File: config.mk
export PLATFORM = sky130hd
export DESIGN_NAME = wall_column_texture_mapper
export DESIGN_NICKNAME = d
export VERILOG_FILES = /design/src/sv/wcm_pkg.sv /design/src/sv/wcm_div.sv /design/src/sv/wcm_datapath.sv /design/src/sv/wcm_ctrl.sv /design/src/sv/wall_column_texture_mapper.sv
export SDC_FILE = /design/constraint.sdc
export NUM_CORES = 2
export LEC_CHECK = 0
export ABC_AREA = 1
export BUFFER_PORTS_ARGS = -buffer_cell sky130_fd_sc_hd__buf_2
export CAP_MARGIN = 20
export CORE_MARGIN = 4
export CORE_UTILIZATION = 60
export DETAILED_ROUTE_END_ITERATION = 16
export MAX_ROUTING_LAYER = met4
export PLACE_DENSITY = 0.81
export SYNTH_ARGS = -nofsm -noshare
export SYNTH_HDL_FRONTEND = slang
export SYNTH_HIERARCHICAL = 1
export SYNTH_SLANG_ARGS = --single-unit
File: constraint.sdc
create_clock -name i_clk -period 12.3 [get_ports i_clk]
set_input_delay 1.23 -clock i_clk [delete_from_list [all_inputs] [get_ports i_clk]]
set_output_delay 1.23 -clock i_clk [all_outputs]
set_load 0.005 [all_outputs]
File: src/sv/wcm_pkg.sv
`timescale 1ns / 1ps
// ----------------------------------------------------------------------------
// wcm_pkg
// Shared widths, codes, command/status types and helpers for the wall column
// texture mapper.
// ----------------------------------------------------------------------------
package wcm_pkg;

    // Field widths
    localparam int COL_W   = 10;
    localparam int ROW_W   = 11;
    localparam int OROW_W  = 10;
    localparam int TEX_W   = 3;
    localparam int TXL_W   = 12;
    localparam int DIR_W   = 19;
    localparam int DIST_W  = 24;
    localparam int LH_W    = 16;
    localparam int POSIN_W = 24;
    localparam int SIZE_W  = 13;
    localparam int CFG_IDX_W = 1;

    // Internal arithmetic widths
    localparam int FRAC_W  = 16;
    localparam int OFS_W   = 16;
    localparam int POS_W   = 28;   // texture position, always below 4096 << 16
    localparam int STEP_W  = 29;   // row step, at most 4096 << 16
    localparam int BIG_W   = OFS_W + STEP_W;
    localparam int DIV_W   = 29;   // dividend / quotient width
    localparam int DVS_W   = 16;   // divisor / remainder width
    localparam int DIV_CNT_W = $clog2(DIV_W);

    // Screen geometry
    localparam int SCREEN_HEIGHT = 1024;
    localparam logic [ROW_W-1:0] SCREEN_ROWS = ROW_W'(SCREEN_HEIGHT);
    localparam logic [OFS_W-1:0] HALF_ROWS   = OFS_W'(SCREEN_HEIGHT / 2);

    // Texture sizes
    localparam logic [SIZE_W-1:0] MAX_SIZE       = SIZE_W'(4096);
    localparam logic [SIZE_W-1:0] TEX_SIZE_RESET = SIZE_W'(64);

    // Item commands
    localparam logic CMD_SETUP = 1'b0;
    localparam logic CMD_ROW   = 1'b1;

    // Register indexes
    localparam logic [CFG_IDX_W-1:0] CFG_TEX_W = 1'b0;
    localparam logic [CFG_IDX_W-1:0] CFG_TEX_H = 1'b1;

    // Texture indexes
    localparam logic [TEX_W-1:0] TEX_DOOR  = 3'd0;
    localparam logic [TEX_W-1:0] TEX_NORTH = 3'd1;
    localparam logic [TEX_W-1:0] TEX_SOUTH = 3'd2;
    localparam logic [TEX_W-1:0] TEX_EAST  = 3'd3;
    localparam logic [TEX_W-1:0] TEX_WEST  = 3'd4;

    // Divider operand select
    typedef enum logic [1:0] {
        DIV_STEP = 2'd0,
        DIV_POS  = 2'd1,
        DIV_TEX  = 2'd2,
        DIV_SUM  = 2'd3
    } t_div_sel;

    // Controller to datapath commands
    typedef struct packed {
        logic     load_in;
        logic     su_mul;
        logic     su_frac;
        logic     su_tx;
        logic     div_start;
        t_div_sel div_sel;
        logic     step_cap;
        logic     ofs_mul;
        logic     su_commit;
        logic     row_sum;
        logic     tex_cap;
        logic     pos_red;
        logic     out_load;
    } t_dp_cmd;

    // Datapath to controller status
    typedef struct packed {
        logic div_done;
        logic span_active;
        logic tex_fast;
        logic red_fast;
        logic out_free;
    } t_dp_status;

    // Register value 0 acts as 1, values past 4096 act as 4096
    function automatic logic [SIZE_W-1:0] eff_size(input logic [SIZE_W-1:0] v);
        logic [SIZE_W-1:0] r;
        if (v == '0) begin
            r = SIZE_W'(1);
        end else if (v > MAX_SIZE) begin
            r = MAX_SIZE;
        end else begin
            r = v;
        end
        return r;
    endfunction

endpackage

File: src/sv/wcm_div.sv
`timescale 1ns / 1ps
// ----------------------------------------------------------------------------
// wcm_div
// Restoring radix-2 divider, one quotient bit per cycle. Gives quotient and
// remainder of a 29-bit dividend by a 16-bit divisor.
// ----------------------------------------------------------------------------
module wcm_div (
    input  logic                          i_clk,
    input  logic                          i_rst_n,
    input  logic                          i_start,
    input  logic [wcm_pkg::DIV_W-1:0]     i_dividend,
    input  logic [wcm_pkg::DVS_W-1:0]     i_divisor,
    output logic                          o_done,
    output logic [wcm_pkg::DIV_W-1:0]     o_quot,
    output logic [wcm_pkg::DVS_W-1:0]     o_rem
);
    import wcm_pkg::*;

    logic                 r_busy;
    logic                 r_done;
    logic [DIV_CNT_W-1:0] r_cnt;
    logic [DIV_W-1:0]     r_quot;
    logic [DVS_W-1:0]     r_rem;
    logic [DVS_W-1:0]     r_divisor;

    logic [DVS_W:0]       rem_sh;
    logic                 rem_ge;
    logic [DVS_W:0]       rem_diff;
    logic [DVS_W-1:0]     n_rem;

    // Shift in the next dividend bit and trial-subtract
    assign rem_sh   = {r_rem, r_quot[DIV_W-1]};
    assign rem_ge   = (rem_sh >= {1'b0, r_divisor});
    assign rem_diff = rem_sh - {1'b0, r_divisor};
    assign n_rem    = rem_ge ? rem_diff[DVS_W-1:0] : rem_sh[DVS_W-1:0];

    // Iteration control
    always_ff @(posedge i_clk) begin
        if (!i_rst_n) begin
            r_busy <= 1'b0;
            r_done <= 1'b0;
            r_cnt  <= '0;
        end else begin
            r_done <= 1'b0;
            if (i_start) begin
                r_busy <= 1'b1;
                r_cnt  <= DIV_CNT_W'(DIV_W - 1);
            end else if (r_busy) begin
                if (r_cnt == '0) begin
                    r_busy <= 1'b0;
                    r_done <= 1'b1;
                end else begin
                    r_cnt <= r_cnt - 1'b1;
                end
            end
        end
    end

    // Quotient / remainder shift registers
    always_ff @(posedge i_clk) begin
        if (i_start) begin
            r_quot    <= i_dividend;
            r_rem     <= '0;
            r_divisor <= i_divisor;
        end else if (r_busy) begin
            r_quot <= {r_quot[DIV_W-2:0], rem_ge};
            r_rem  <= n_rem;
        end
    end

    assign o_done = r_done;
    assign o_quot = r_quot;
    assign o_rem  = r_rem;

endmodule

File: src/sv/wcm_datapath.sv
`timescale 1ns / 1ps
// ----------------------------------------------------------------------------
// wcm_datapath
// Registers, multipliers, shared divider and output register of the texture
// mapper. Bar size writes and output drain, acts only on controller commands.
// ----------------------------------------------------------------------------
module wcm_datapath (
    input  logic                                 i_clk,
    input  logic                                 i_rst_n,
    input  wcm_pkg::t_dp_cmd                     i_ctl,
    output wcm_pkg::t_dp_status                  o_status,
    // register writes
    input  logic                                 i_cfg_we,
    input  logic [wcm_pkg::CFG_IDX_W-1:0]        i_cfg_idx,
    input  logic [wcm_pkg::SIZE_W-1:0]           i_cfg_data,
    // input item fields
    input  logic [wcm_pkg::COL_W-1:0]            i_column,
    input  logic                                 i_side,
    input  logic                                 i_is_door,
    input  logic signed [wcm_pkg::DIR_W-1:0]     i_ray_dir_x,
    input  logic signed [wcm_pkg::DIR_W-1:0]     i_ray_dir_y,
    input  logic [wcm_pkg::DIST_W-1:0]           i_wall_dist,
    input  logic [wcm_pkg::LH_W-1:0]             i_line_height,
    input  logic [wcm_pkg::ROW_W-1:0]            i_row_start,
    input  logic [wcm_pkg::ROW_W-1:0]            i_row_end,
    input  logic [wcm_pkg::POSIN_W-1:0]          i_player_x,
    input  logic [wcm_pkg::POSIN_W-1:0]          i_player_y,
    // result channel
    input  logic                                 i_stall,
    output logic                                 o_valid,
    output logic [wcm_pkg::COL_W-1:0]            o_out_column,
    output logic [wcm_pkg::OROW_W-1:0]           o_out_row,
    output logic [wcm_pkg::TEX_W-1:0]            o_texture_index,
    output logic [wcm_pkg::TXL_W-1:0]            o_texel_column,
    output logic [wcm_pkg::TXL_W-1:0]            o_texel_row,
    output logic                                 o_last
);
    import wcm_pkg::*;

    // Texture size registers
    logic [SIZE_W-1:0] r_tex_w;
    logic [SIZE_W-1:0] r_tex_h;
    logic [SIZE_W-1:0] tw;
    logic [SIZE_W-1:0] th;

    always_ff @(posedge i_clk) begin
        if (!i_rst_n) begin
            r_tex_w <= TEX_SIZE_RESET;
            r_tex_h <= TEX_SIZE_RESET;
        end else if (i_cfg_we) begin
            case (i_cfg_idx)
                CFG_TEX_W: r_tex_w <= i_cfg_data;
                CFG_TEX_H: r_tex_h <= i_cfg_data;
                default:   ;
            endcase
        end
    end

    assign tw = eff_size(r_tex_w);
    assign th = eff_size(r_tex_h);

    // Texture choice from door flag, side and direction signs
    logic             dx_pos;
    logic             dy_pos;
    logic             dy_neg;
    logic [TEX_W-1:0] in_tex;
    logic             in_flip;
    logic [LH_W-1:0]  in_lh;
    logic [OFS_W-1:0] ofs_sum;
    logic [OFS_W-1:0] in_ofs;

    assign dx_pos = !i_ray_dir_x[DIR_W-1] && (i_ray_dir_x != '0);
    assign dy_pos = !i_ray_dir_y[DIR_W-1] && (i_ray_dir_y != '0);
    assign dy_neg = i_ray_dir_y[DIR_W-1];

    always_comb begin
        if (i_is_door) begin
            in_tex = TEX_DOOR;
        end else if (i_side && dy_neg) begin
            in_tex = TEX_NORTH;
        end else if (i_side && dy_pos) begin
            in_tex = TEX_SOUTH;
        end else if (!i_side && dx_pos) begin
            in_tex = TEX_EAST;
        end else begin
            in_tex = TEX_WEST;
        end
    end

    assign in_flip = (!i_side && dx_pos) || (i_side && dy_neg);

    // Zero line height acts as one; start offset saturates at zero
    assign in_lh   = (i_line_height == '0) ? LH_W'(1) : i_line_height;
    assign ofs_sum = OFS_W'(i_row_start) + OFS_W'(in_lh[LH_W-1:1]);
    assign in_ofs  = (ofs_sum >= HALF_ROWS) ? (ofs_sum - HALF_ROWS) : '0;

    // Staged set-up fields
    logic [COL_W-1:0]         r_in_column;
    logic [TEX_W-1:0]         r_in_tex;
    logic                     r_in_flip;
    logic signed [DIR_W-1:0]  r_in_dir;
    logic [FRAC_W-1:0]        r_in_p16;
    logic [DIST_W-1:0]        r_in_dist;
    logic [LH_W-1:0]          r_in_lh;
    logic [OFS_W-1:0]         r_in_ofs;
    logic [ROW_W-1:0]         r_in_rs;
    logic [ROW_W-1:0]         r_in_re;

    always_ff @(posedge i_clk) begin
        if (i_ctl.load_in) begin
            r_in_column <= i_column;
            r_in_tex    <= in_tex;
            r_in_flip   <= in_flip;
            r_in_dir    <= i_side ? i_ray_dir_x : i_ray_dir_y;
            r_in_p16    <= i_side ? i_player_x[FRAC_W-1:0] : i_player_y[FRAC_W-1:0];
            r_in_dist   <= i_wall_dist;
            r_in_lh     <= in_lh;
            r_in_ofs    <= in_ofs;
            r_in_rs     <= i_row_start;
            r_in_re     <= (i_row_end > SCREEN_ROWS) ? SCREEN_ROWS : i_row_end;
        end
    end

    // Hit position along the wall and texture column
    logic signed [DIST_W+DIR_W:0] wall_mult;
    logic [31:0]                  wall_sum;
    logic [31:0]                  r_wall_lo;
    logic [FRAC_W-1:0]            r_frac;
    logic [FRAC_W+SIZE_W-1:0]     r_tx_prod;
    logic [SIZE_W-1:0]            tx_raw;
    logic [SIZE_W-1:0]            tx_flip;
    logic [TXL_W-1:0]             tx_final;

    assign wall_mult = $signed({1'b0, r_in_dist}) * r_in_dir;
    assign wall_sum  = r_wall_lo + {r_in_p16, 16'b0};
    assign tx_raw    = r_tx_prod[FRAC_W+SIZE_W-1:FRAC_W];
    assign tx_flip   = tw - tx_raw - SIZE_W'(1);
    assign tx_final  = r_in_flip ? tx_flip[TXL_W-1:0] : tx_raw[TXL_W-1:0];

    always_ff @(posedge i_clk) begin
        if (i_ctl.su_mul) begin
            r_wall_lo <= wall_mult[31:0];
        end
        if (i_ctl.su_frac) begin
            r_frac <= wall_sum[31:16];
        end
        if (i_ctl.su_tx) begin
            r_tx_prod <= (FRAC_W+SIZE_W)'(r_frac) * (FRAC_W+SIZE_W)'(tw);
        end
    end

    // Shared divider and its operand select
    logic [DIV_W-1:0] div_dividend;
    logic [DVS_W-1:0] div_divisor;
    logic             div_done;
    logic [DIV_W-1:0] div_quot;
    logic [DVS_W-1:0] div_rem;

    logic [STEP_W-1:0] r_row_step;
    logic [BIG_W-1:0]  r_big;
    logic [POS_W-1:0]  r_pos;
    logic [STEP_W-1:0] r_sum;
    logic [TXL_W-1:0]  pos_hi;

    assign pos_hi = r_pos[POS_W-1:FRAC_W];

    always_comb begin
        case (i_ctl.div_sel)
            DIV_STEP: begin
                div_dividend = {th, 16'b0};
                div_divisor  = r_in_lh;
            end
            DIV_POS: begin
                div_dividend = r_big[BIG_W-1:FRAC_W];
                div_divisor  = DVS_W'(th);
            end
            DIV_TEX: begin
                div_dividend = DIV_W'(pos_hi);
                div_divisor  = DVS_W'(th);
            end
            DIV_SUM: begin
                div_dividend = DIV_W'(r_sum[STEP_W-1:FRAC_W]);
                div_divisor  = DVS_W'(th);
            end
            default: begin
                div_dividend = {th, 16'b0};
                div_divisor  = r_in_lh;
            end
        endcase
    end

    wcm_div u_div (
        .i_clk      (i_clk),
        .i_rst_n    (i_rst_n),
        .i_start    (i_ctl.div_start),
        .i_dividend (div_dividend),
        .i_divisor  (div_divisor),
        .o_done     (div_done),
        .o_quot     (div_quot),
        .o_rem      (div_rem)
    );

    // Row wrap arithmetic
    logic [STEP_W-1:0] modulus;
    logic              tex_fast;
    logic              sum_lt;
    logic              sum_lt2;
    logic [STEP_W-1:0] sum_sub;

    assign modulus  = {th, 16'b0};
    assign tex_fast = ({1'b0, pos_hi} < th);
    assign sum_lt   = (r_sum < modulus);
    assign sum_lt2  = ({1'b0, r_sum} < {modulus, 1'b0});
    assign sum_sub  = r_sum - modulus;

    // Held column state
    logic [COL_W-1:0] r_held_column;
    logic [TEX_W-1:0] r_held_tex;
    logic [TXL_W-1:0] r_held_txc;
    logic [TXL_W-1:0] r_tex_row;
    logic [ROW_W-1:0] r_cur;
    logic [ROW_W-1:0] r_end;
    logic [ROW_W-1:0] cur_inc;

    assign cur_inc = r_cur + 1'b1;

    always_ff @(posedge i_clk) begin
        if (i_ctl.step_cap) begin
            r_row_step <= div_quot;
        end
        if (i_ctl.ofs_mul) begin
            r_big <= BIG_W'(r_in_ofs) * BIG_W'(r_row_step);
        end
        if (i_ctl.row_sum) begin
            r_sum <= STEP_W'(r_pos) + r_row_step;
        end
        if (i_ctl.tex_cap) begin
            r_tex_row <= tex_fast ? pos_hi : div_rem[TXL_W-1:0];
        end
        if (i_ctl.su_commit) begin
            r_pos         <= {div_rem[TXL_W-1:0], r_big[FRAC_W-1:0]};
            r_held_column <= r_in_column;
            r_held_tex    <= r_in_tex;
            r_held_txc    <= tx_final;
        end else if (i_ctl.pos_red) begin
            if (sum_lt) begin
                r_pos <= r_sum[POS_W-1:0];
            end else if (sum_lt2) begin
                r_pos <= sum_sub[POS_W-1:0];
            end else begin
                r_pos <= {div_rem[TXL_W-1:0], r_sum[FRAC_W-1:0]};
            end
        end
    end

    // Row span counters
    always_ff @(posedge i_clk) begin
        if (!i_rst_n) begin
            r_cur <= '0;
            r_end <= '0;
        end else if (i_ctl.su_commit) begin
            r_cur <= r_in_rs;
            r_end <= r_in_re;
        end else if (i_ctl.out_load) begin
            r_cur <= cur_inc;
        end
    end

    // Output register
    logic             r_o_valid;
    logic [COL_W-1:0] r_o_column;
    logic [OROW_W-1:0] r_o_row;
    logic [TEX_W-1:0] r_o_tex;
    logic [TXL_W-1:0] r_o_txc;
    logic [TXL_W-1:0] r_o_txr;
    logic             r_o_last;
    logic             out_free;

    assign out_free = !r_o_valid || !i_stall;

    always_ff @(posedge i_clk) begin
        if (!i_rst_n) begin
            r_o_valid <= 1'b0;
        end else if (i_ctl.out_load) begin
            r_o_valid <= 1'b1;
        end else if (!i_stall) begin
            r_o_valid <= 1'b0;
        end
    end

    always_ff @(posedge i_clk) begin
        if (i_ctl.out_load) begin
            r_o_column <= r_held_column;
            r_o_row    <= r_cur[OROW_W-1:0];
            r_o_tex    <= r_held_tex;
            r_o_txc    <= r_held_txc;
            r_o_txr    <= r_tex_row;
            r_o_last   <= (cur_inc == r_end);
        end
    end

    assign o_valid         = r_o_valid;
    assign o_out_column    = r_o_column;
    assign o_out_row       = r_o_row;
    assign o_texture_index = r_o_tex;
    assign o_texel_column  = r_o_txc;
    assign o_texel_row     = r_o_txr;
    assign o_last          = r_o_last;

    // Status back to the controller
    assign o_status.div_done    = div_done;
    assign o_status.span_active = (r_cur < r_end);
    assign o_status.tex_fast    = tex_fast;
    assign o_status.red_fast    = sum_lt2;
    assign o_status.out_free    = out_free;

endmodule

File: src/sv/wcm_ctrl.sv
`timescale 1ns / 1ps
// ----------------------------------------------------------------------------
// wcm_ctrl
// Sequencer of the texture mapper: walks column set-up and row items through
// the datapath and the shared divider.
// ----------------------------------------------------------------------------
module wcm_ctrl (
    input  logic                  i_clk,
    input  logic                  i_rst_n,
    input  logic                  i_valid,
    input  logic                  i_item_cmd,
    output logic                  o_stall,
    output wcm_pkg::t_dp_cmd      o_ctl,
    input  wcm_pkg::t_dp_status   i_status
);
    import wcm_pkg::*;

    typedef enum logic [12:0] {
        S_IDLE      = 13'b0000000000001,
        S_SU_MUL    = 13'b0000000000010,
        S_SU_FRAC   = 13'b0000000000100,
        S_SU_TX     = 13'b0000000001000,
        S_SU_WSTEP  = 13'b0000000010000,
        S_SU_OFS    = 13'b0000000100000,
        S_SU_PSTART = 13'b0000001000000,
        S_SU_WPOS   = 13'b0000010000000,
        S_R_TEX     = 13'b0000100000000,
        S_R_WTEX    = 13'b0001000000000,
        S_R_RED     = 13'b0010000000000,
        S_R_WSUM    = 13'b0100000000000,
        S_R_OUT     = 13'b1000000000000
    } t_state;

    t_state  r_state;
    t_state  n_state;
    t_dp_cmd ctl;

    always_ff @(posedge i_clk) begin
        if (!i_rst_n) begin
            r_state <= S_IDLE;
        end else begin
            r_state <= n_state;
        end
    end

    // Next state and datapath commands
    always_comb begin
        n_state     = r_state;
        ctl         = '0;
        ctl.div_sel = DIV_STEP;
        case (r_state)
            S_IDLE: begin
                if (i_valid) begin
                    ctl.load_in = 1'b1;
                    if (i_item_cmd == CMD_SETUP) begin
                        n_state = S_SU_MUL;
                    end else if (i_status.span_active) begin
                        n_state = S_R_TEX;
                    end
                end
            end
            // column set-up: step division runs beside the texel column math
            S_SU_MUL: begin
                ctl.su_mul    = 1'b1;
                ctl.div_start = 1'b1;
                ctl.div_sel   = DIV_STEP;
                n_state       = S_SU_FRAC;
            end
            S_SU_FRAC: begin
                ctl.su_frac = 1'b1;
                n_state     = S_SU_TX;
            end
            S_SU_TX: begin
                ctl.su_tx = 1'b1;
                n_state   = S_SU_WSTEP;
            end
            S_SU_WSTEP: begin
                if (i_status.div_done) begin
                    ctl.step_cap = 1'b1;
                    n_state      = S_SU_OFS;
                end
            end
            S_SU_OFS: begin
                ctl.ofs_mul = 1'b1;
                n_state     = S_SU_PSTART;
            end
            S_SU_PSTART: begin
                ctl.div_start = 1'b1;
                ctl.div_sel   = DIV_POS;
                n_state       = S_SU_WPOS;
            end
            S_SU_WPOS: begin
                if (i_status.div_done) begin
                    ctl.su_commit = 1'b1;
                    n_state       = S_IDLE;
                end
            end
            // row item: texel row, then advance and wrap the position
            S_R_TEX: begin
                ctl.row_sum = 1'b1;
                if (i_status.tex_fast) begin
                    ctl.tex_cap = 1'b1;
                    n_state     = S_R_RED;
                end else begin
                    ctl.div_start = 1'b1;
                    ctl.div_sel   = DIV_TEX;
                    n_state       = S_R_WTEX;
                end
            end
            S_R_WTEX: begin
                if (i_status.div_done) begin
                    ctl.tex_cap = 1'b1;
                    n_state     = S_R_RED;
                end
            end
            S_R_RED: begin
                if (i_status.red_fast) begin
                    ctl.pos_red = 1'b1;
                    n_state     = S_R_OUT;
                end else begin
                    ctl.div_start = 1'b1;
                    ctl.div_sel   = DIV_SUM;
                    n_state       = S_R_WSUM;
                end
            end
            S_R_WSUM: begin
                if (i_status.div_done) begin
                    ctl.pos_red = 1'b1;
                    n_state     = S_R_OUT;
                end
            end
            S_R_OUT: begin
                if (i_status.out_free) begin
                    ctl.out_load = 1'b1;
                    n_state      = S_IDLE;
                end
            end
            default: begin
                n_state = S_IDLE;
            end
        endcase
    end

    assign o_ctl   = ctl;
    assign o_stall = (r_state != S_IDLE);

endmodule

File: src/sv/wall_column_texture_mapper.sv
`timescale 1ns / 1ps
// ----------------------------------------------------------------------------
// wall_column_texture_mapper
// Texel addressing for one wall column of a grid raycaster, Q8.16 fixed point.
// ----------------------------------------------------------------------------
// Usage:
//   Input channel (i_valid / o_stall) takes column set-up items (cmd 0) and
//   row items (cmd 1); output channel (o_valid / i_stall) returns one texel
//   address per row item while a span is active. Configuration writes
//   (i_cfg_we, i_cfg_idx, i_cfg_data) set texture width and height.
//   Set-up gives no transfer; most of its time goes to two passes of the
//   shared one-bit-per-cycle divider: row step, start position modulo height.
//   A row item steps through the texel row state and the position wrap
//   state, and its result is then loaded into the output register.
//   When a texture height change left the position outside the texture, or
//   the step carries it past twice the height, one or two extra divider
//   passes are added. Row items outside the span are taken without a stall
//   and give no transfer.
//   Items are worked one at a time; o_stall is high while one is in flight.
//   A finished result waits in the output register while the receiver
//   stalls; the next item is still accepted and its result held back until
//   the register drains.
//   Reset restores 64x64 textures and clears the span, so rows give nothing
//   until the first set-up.
// ----------------------------------------------------------------------------
module wall_column_texture_mapper (
    input  logic                                 i_clk,
    input  logic                                 i_rst_n,
    // configuration
    input  logic                                 i_cfg_we,
    input  logic [wcm_pkg::CFG_IDX_W-1:0]        i_cfg_idx,
    input  logic [wcm_pkg::SIZE_W-1:0]           i_cfg_data,
    // input channel
    input  logic                                 i_valid,
    output logic                                 o_stall,
    input  logic                                 i_cmd,
    input  logic [wcm_pkg::COL_W-1:0]            i_column,
    input  logic                                 i_side,
    input  logic                                 i_is_door,
    input  logic signed [wcm_pkg::DIR_W-1:0]     i_ray_dir_x,
    input  logic signed [wcm_pkg::DIR_W-1:0]     i_ray_dir_y,
    input  logic [wcm_pkg::DIST_W-1:0]           i_wall_dist,
    input  logic [wcm_pkg::LH_W-1:0]             i_line_height,
    input  logic [wcm_pkg::ROW_W-1:0]            i_row_start,
    input  logic [wcm_pkg::ROW_W-1:0]            i_row_end,
    input  logic [wcm_pkg::POSIN_W-1:0]          i_player_x,
    input  logic [wcm_pkg::POSIN_W-1:0]          i_player_y,
    // output channel
    output logic                                 o_valid,
    input  logic                                 i_stall,
    output logic [wcm_pkg::COL_W-1:0]            o_out_column,
    output logic [wcm_pkg::OROW_W-1:0]           o_out_row,
    output logic [wcm_pkg::TEX_W-1:0]            o_texture_index,
    output logic [wcm_pkg::TXL_W-1:0]            o_texel_column,
    output logic [wcm_pkg::TXL_W-1:0]            o_texel_row,
    output logic                                 o_last
);
    import wcm_pkg::*;

    t_dp_cmd    ctl;
    t_dp_status status;

    // Sequencer
    wcm_ctrl u_ctrl (
        .i_clk      (i_clk),
        .i_rst_n    (i_rst_n),
        .i_valid    (i_valid),
        .i_item_cmd (i_cmd),
        .o_stall    (o_stall),
        .o_ctl      (ctl),
        .i_status   (status)
    );

    // Datapath
    wcm_datapath u_dp (
        .i_clk           (i_clk),
        .i_rst_n         (i_rst_n),
        .i_ctl           (ctl),
        .o_status        (status),
        .i_cfg_we        (i_cfg_we),
        .i_cfg_idx       (i_cfg_idx),
        .i_cfg_data      (i_cfg_data),
        .i_column        (i_column),
        .i_side          (i_side),
        .i_is_door       (i_is_door),
        .i_ray_dir_x     (i_ray_dir_x),
        .i_ray_dir_y     (i_ray_dir_y),
        .i_wall_dist     (i_wall_dist),
        .i_line_height   (i_line_height),
        .i_row_start     (i_row_start),
        .i_row_end       (i_row_end),
        .i_player_x      (i_player_x),
        .i_player_y      (i_player_y),
        .i_stall         (i_stall),
        .o_valid         (o_valid),
        .o_out_column    (o_out_column),
        .o_out_row       (o_out_row),
        .o_texture_index (o_texture_index),
        .o_texel_column  (o_texel_column),
        .o_texel_row     (o_texel_row),
        .o_last          (o_last)
    );

endmodule
==> results.ini <==
[critical_path]
critPathMostFrequentCell = sky130_fd_sc_hd__nand2_1
critical_path_peak_fanout = 20
worst_setup_ep_type = flop
critPathTopFamily = adder cells
worstPathRequired_ps = 12690
timing.critical_path.cells = clkinv_1, nand2_1, clkinv_1, nand2_1, fa_1, fa_1, inv_1, fa_1, fa_1, inv_1, fa_1, inv_1, ha_1, a21o_1, a21boi_0, o21ai_0, nand3_1, nand3_1, nand2_1, nand2_1, nand2_1, nand2_1
critical_path.n_buffers_inverters = 5
startpoint_type = flop
criticalPathCategory = reg -> reg
cp_slowest_cell = sky130_fd_sc_hd__dfxtp_1
worst_ep_arrival_time_ps = 7460
critPathMaxStageDelay_ps = 960

[timing]
final-max-slew-violation-count = 0
timing.final.setup_violations = 0
worst_clock_skew_ps = 51.0
max_slew_margin_pct = 17.1
timing.setup.tns_ps = 0
max_freq_ghz = 0.141
grt_setup_unrepaired = no
final.min_clock_period_ps = 7070
hold_viol_final = 0
finalCritPeriodShare_pct = 57.5
timing_worst_slew_pin_value_ps = 1240
holdWs_ps = 417

[clock_tree]
postCtsResizedCells = 0
worst_skew_pair_latency_ps = 700
path_clk_slew_ps = 60
cts_inserted_buffers = 58
cts-root-buf = sky130_fd_sc_hd__clkbuf_16
post-cts-setup-buffer-count = 0
tritoncts = done
cts.path.max_buffers = 3
cts.hold.buffers_added = 0
cts_max_level = 2
number_of_sinks_on_the_clock_net = 517

[synthesis]
synth_seq_cells = 517
synthesis.area_per_instance_sq_um = 8.23
synth_mux_area_share_pct = 0
synth_sequential_area_ratio_pct = 24.0
synthesized_instance_count = 7430
synth.yosys.warnings = 6
synth_compound_gate_area_share_pct = 5.23
synthXorXnorAreaFrac_pct = 2.26
synth_area_sq_um = 61100
synth-adder-area-share_pct = 36.5
synth_fp_nets = 8882
synth_cell_types = 64
post_synth_and_or_nand_nor_area_fraction_pct = 19.3
synth_edf_count = 432
async_flop_share_pct = 0
ys.flop_type = sky130_fd_sc_hd__edfxtp_1
synth_top_family_by_area = adder cells

[layout]
multi_input_comb_area_sq_um = 38800
regArea_sq_um = 14700
filler_cell_count = 8265
area_growth_syn_to_layout_pct = 7.10
finalNetCount = 8934
drive_above_1_share_pct = 6.53

[global_route]
wire_length_of_the_first_global_routing_pass_um = 279000
first_global_vias = 51769
antenna_found_initial = 4
grt_max_degree = 65
groute.usage.overall_pct = 34.5
grt-ovfl-total = 0

[detailed_routing]
drt_first_iter_violations = 5018
dr_vias_cell = 5.59
antenna_violating_nets_post_route = 0
wire_per_inst_um = 19.8
post-route-drc-count = 0
num_vias = 49745
detailedRoute.firstPassIterationCount = 8
detail_route.wirelength_um = 176000

[place]
gpl.final_weighted_congestion = 1.04
numPortBuffers = 213
hpwl_um = 140000

[floorplanning]
design.portCount = 230
core_area_sq_um = 101000
dieHeight_um = 327
die_w_um = 327
die_area_sq_um = 107000
initial_cell_density_of_the_core_pct = 60.8
row_count = 116

[flow_run]
timing.max_cap.violations = 0

[min_path]
hp-class = reg -> reg

[run_status]
outcome = complete, no violations

## flip-flops by register name, summed over array words and instances, names as in the netlist, 12 cells and up
name,cells
u_dp/r_pos,28
u_ctrl/r_state,13
u_dp/r_frac,16
u_dp/r_in_p16,16
u_dp/u_div/r_divisor,16
u_dp/r_in_lh,16
u_dp/r_big,45
u_dp/u_div/o_quot,29
u_dp/r_tex_row,12
u_dp/r_sum,29
u_dp/r_tex_w,13
u_dp/r_in_dist,24
u_dp/r_wall_lo,16
u_dp/r_tex_h,13
u_dp/o_texel_column,12
u_dp/r_in_dir,19
u_dp/r_in_ofs,16
u_dp/u_div/o_rem,16
u_dp/r_tx_prod,12
u_dp/r_row_step,29
u_dp/r_held_txc,12
u_dp/o_texel_row,12
## synth_stat cells, types with 28 or more instances
library cell	instances	area [sq um]
sky130_fd_sc_hd__xor2_1	106	928
sky130_fd_sc_hd__nand3_1	214	1070
sky130_fd_sc_hd__edfxtp_1	432	13000
sky130_fd_sc_hd__a21oi_1	218	1090
sky130_fd_sc_hd__nor3_1	46	230
sky130_fd_sc_hd__ha_1	417	5220
sky130_fd_sc_hd__fa_1	855	17100
sky130_fd_sc_hd__nand2_1	1991	7470
sky130_fd_sc_hd__clkbuf_1	244	916
sky130_fd_sc_hd__nand2_2	28	175
sky130_fd_sc_hd__inv_1	1726	6480
sky130_fd_sc_hd__o21ai_0	205	1030
sky130_fd_sc_hd__nor2_1	435	1630
sky130_fd_sc_hd__xnor2_1	50	438
sky130_fd_sc_hd__a31oi_1	31	194
sky130_fd_sc_hd__dfxtp_1	85	1700
sky130_fd_sc_hd__nand4_1	50	313
## kinds of logic (layout without fill, tap and decap cells)
family,after synthesis,after routing
simple gates,2881,2881
buf+inv,2035,2137
fa+ha+maj,1272,1272
compound gates,568,568
flops,517,517
xor+xnor,157,157
other cells,0,5
## layout by cell type, fill, tap and decap left out, drive strengths merged, types with 31 or more instances in the layout
cell type  Yosys  final
nand2       2025   2025
inv         1738   1747
fa           855    855
nor2         462    462
edfxtp       432    432
ha           417    417
buf           42    278
nand3        222    222
a21oi        221    221
o21ai        214    214
xor2         106    106
dfxtp         85     85
clkbuf       244     76
nand4         51     51
xnor2         51     51
nor3          46     46
a31oi         31     31
## metal layers
| metal | vias up | track usage, % | part of all wire, % |
|---|---|---|---|
| met4 | 0 | 19.2 | 7.0 |
| met2 | 2596 | 55.7 | 47 |
| met5 | - | - | 0 |
| li1 | 22483 | - | - |
| met1 | 24042 | 41.2 | 37 |
| met3 | 624 | 6.19 | 9.7 |
## layout make-up
cell class / count / area share (%)
multi-input cells: 4878 / 59.2
clock inverters: 34 / 0.688
inverters: 1749 / 10.0
repair buffers: 278 / 2.51
well taps: 1357 / 2.59
flip-flops and latches: 517 / 22.4
diodes: 5 / 0.0191
clock buffers: 76 / 2.51
## per-stage QoR
stage / area [sq um] / instances / worst slack, ps / util, %
after global placement: 63200 / 8774 / 5470 / 62.9
after floorplan: 61100 / 7430 / 5180 / -
after detailed placement: 63200 / 8774 / 5450 / 62.9
after CTS: 65300 / 8884 / 5400 / 65.0
after global routing: 65500 / 8893 / 4900 / 65.1
final: 65500 / 8894 / 5230 / 65.1
## worst register-to-register path, delay by kind of cell, from the launching register on
kind	cells	cell delay [ps]
adders and majority gates	6	2750
AOI/OAI and AO/OA	3	640
and+or+nand+nor	8	1350
buffers and inverters	5	1090
DFF	1	960
## path summary, 6_finish.rpt
path	start	end	slack, ps	cells after the start
max	u_dp/r_tex_w[12]	u_dp/r_tx_prod[25]	5230	22
min	u_dp/r_held_column[1]	u_dp/o_out_column[1]	420	0
max reg2reg	u_dp/r_tex_w[12]	u_dp/r_tx_prod[25]	5230	22
min reg2reg	u_dp/r_held_column[1]	u_dp/o_out_column[1]	420	0
Power is not shown: default switching activity piles up to over one toggle a cycle in this logic, so the estimate is an artifact.
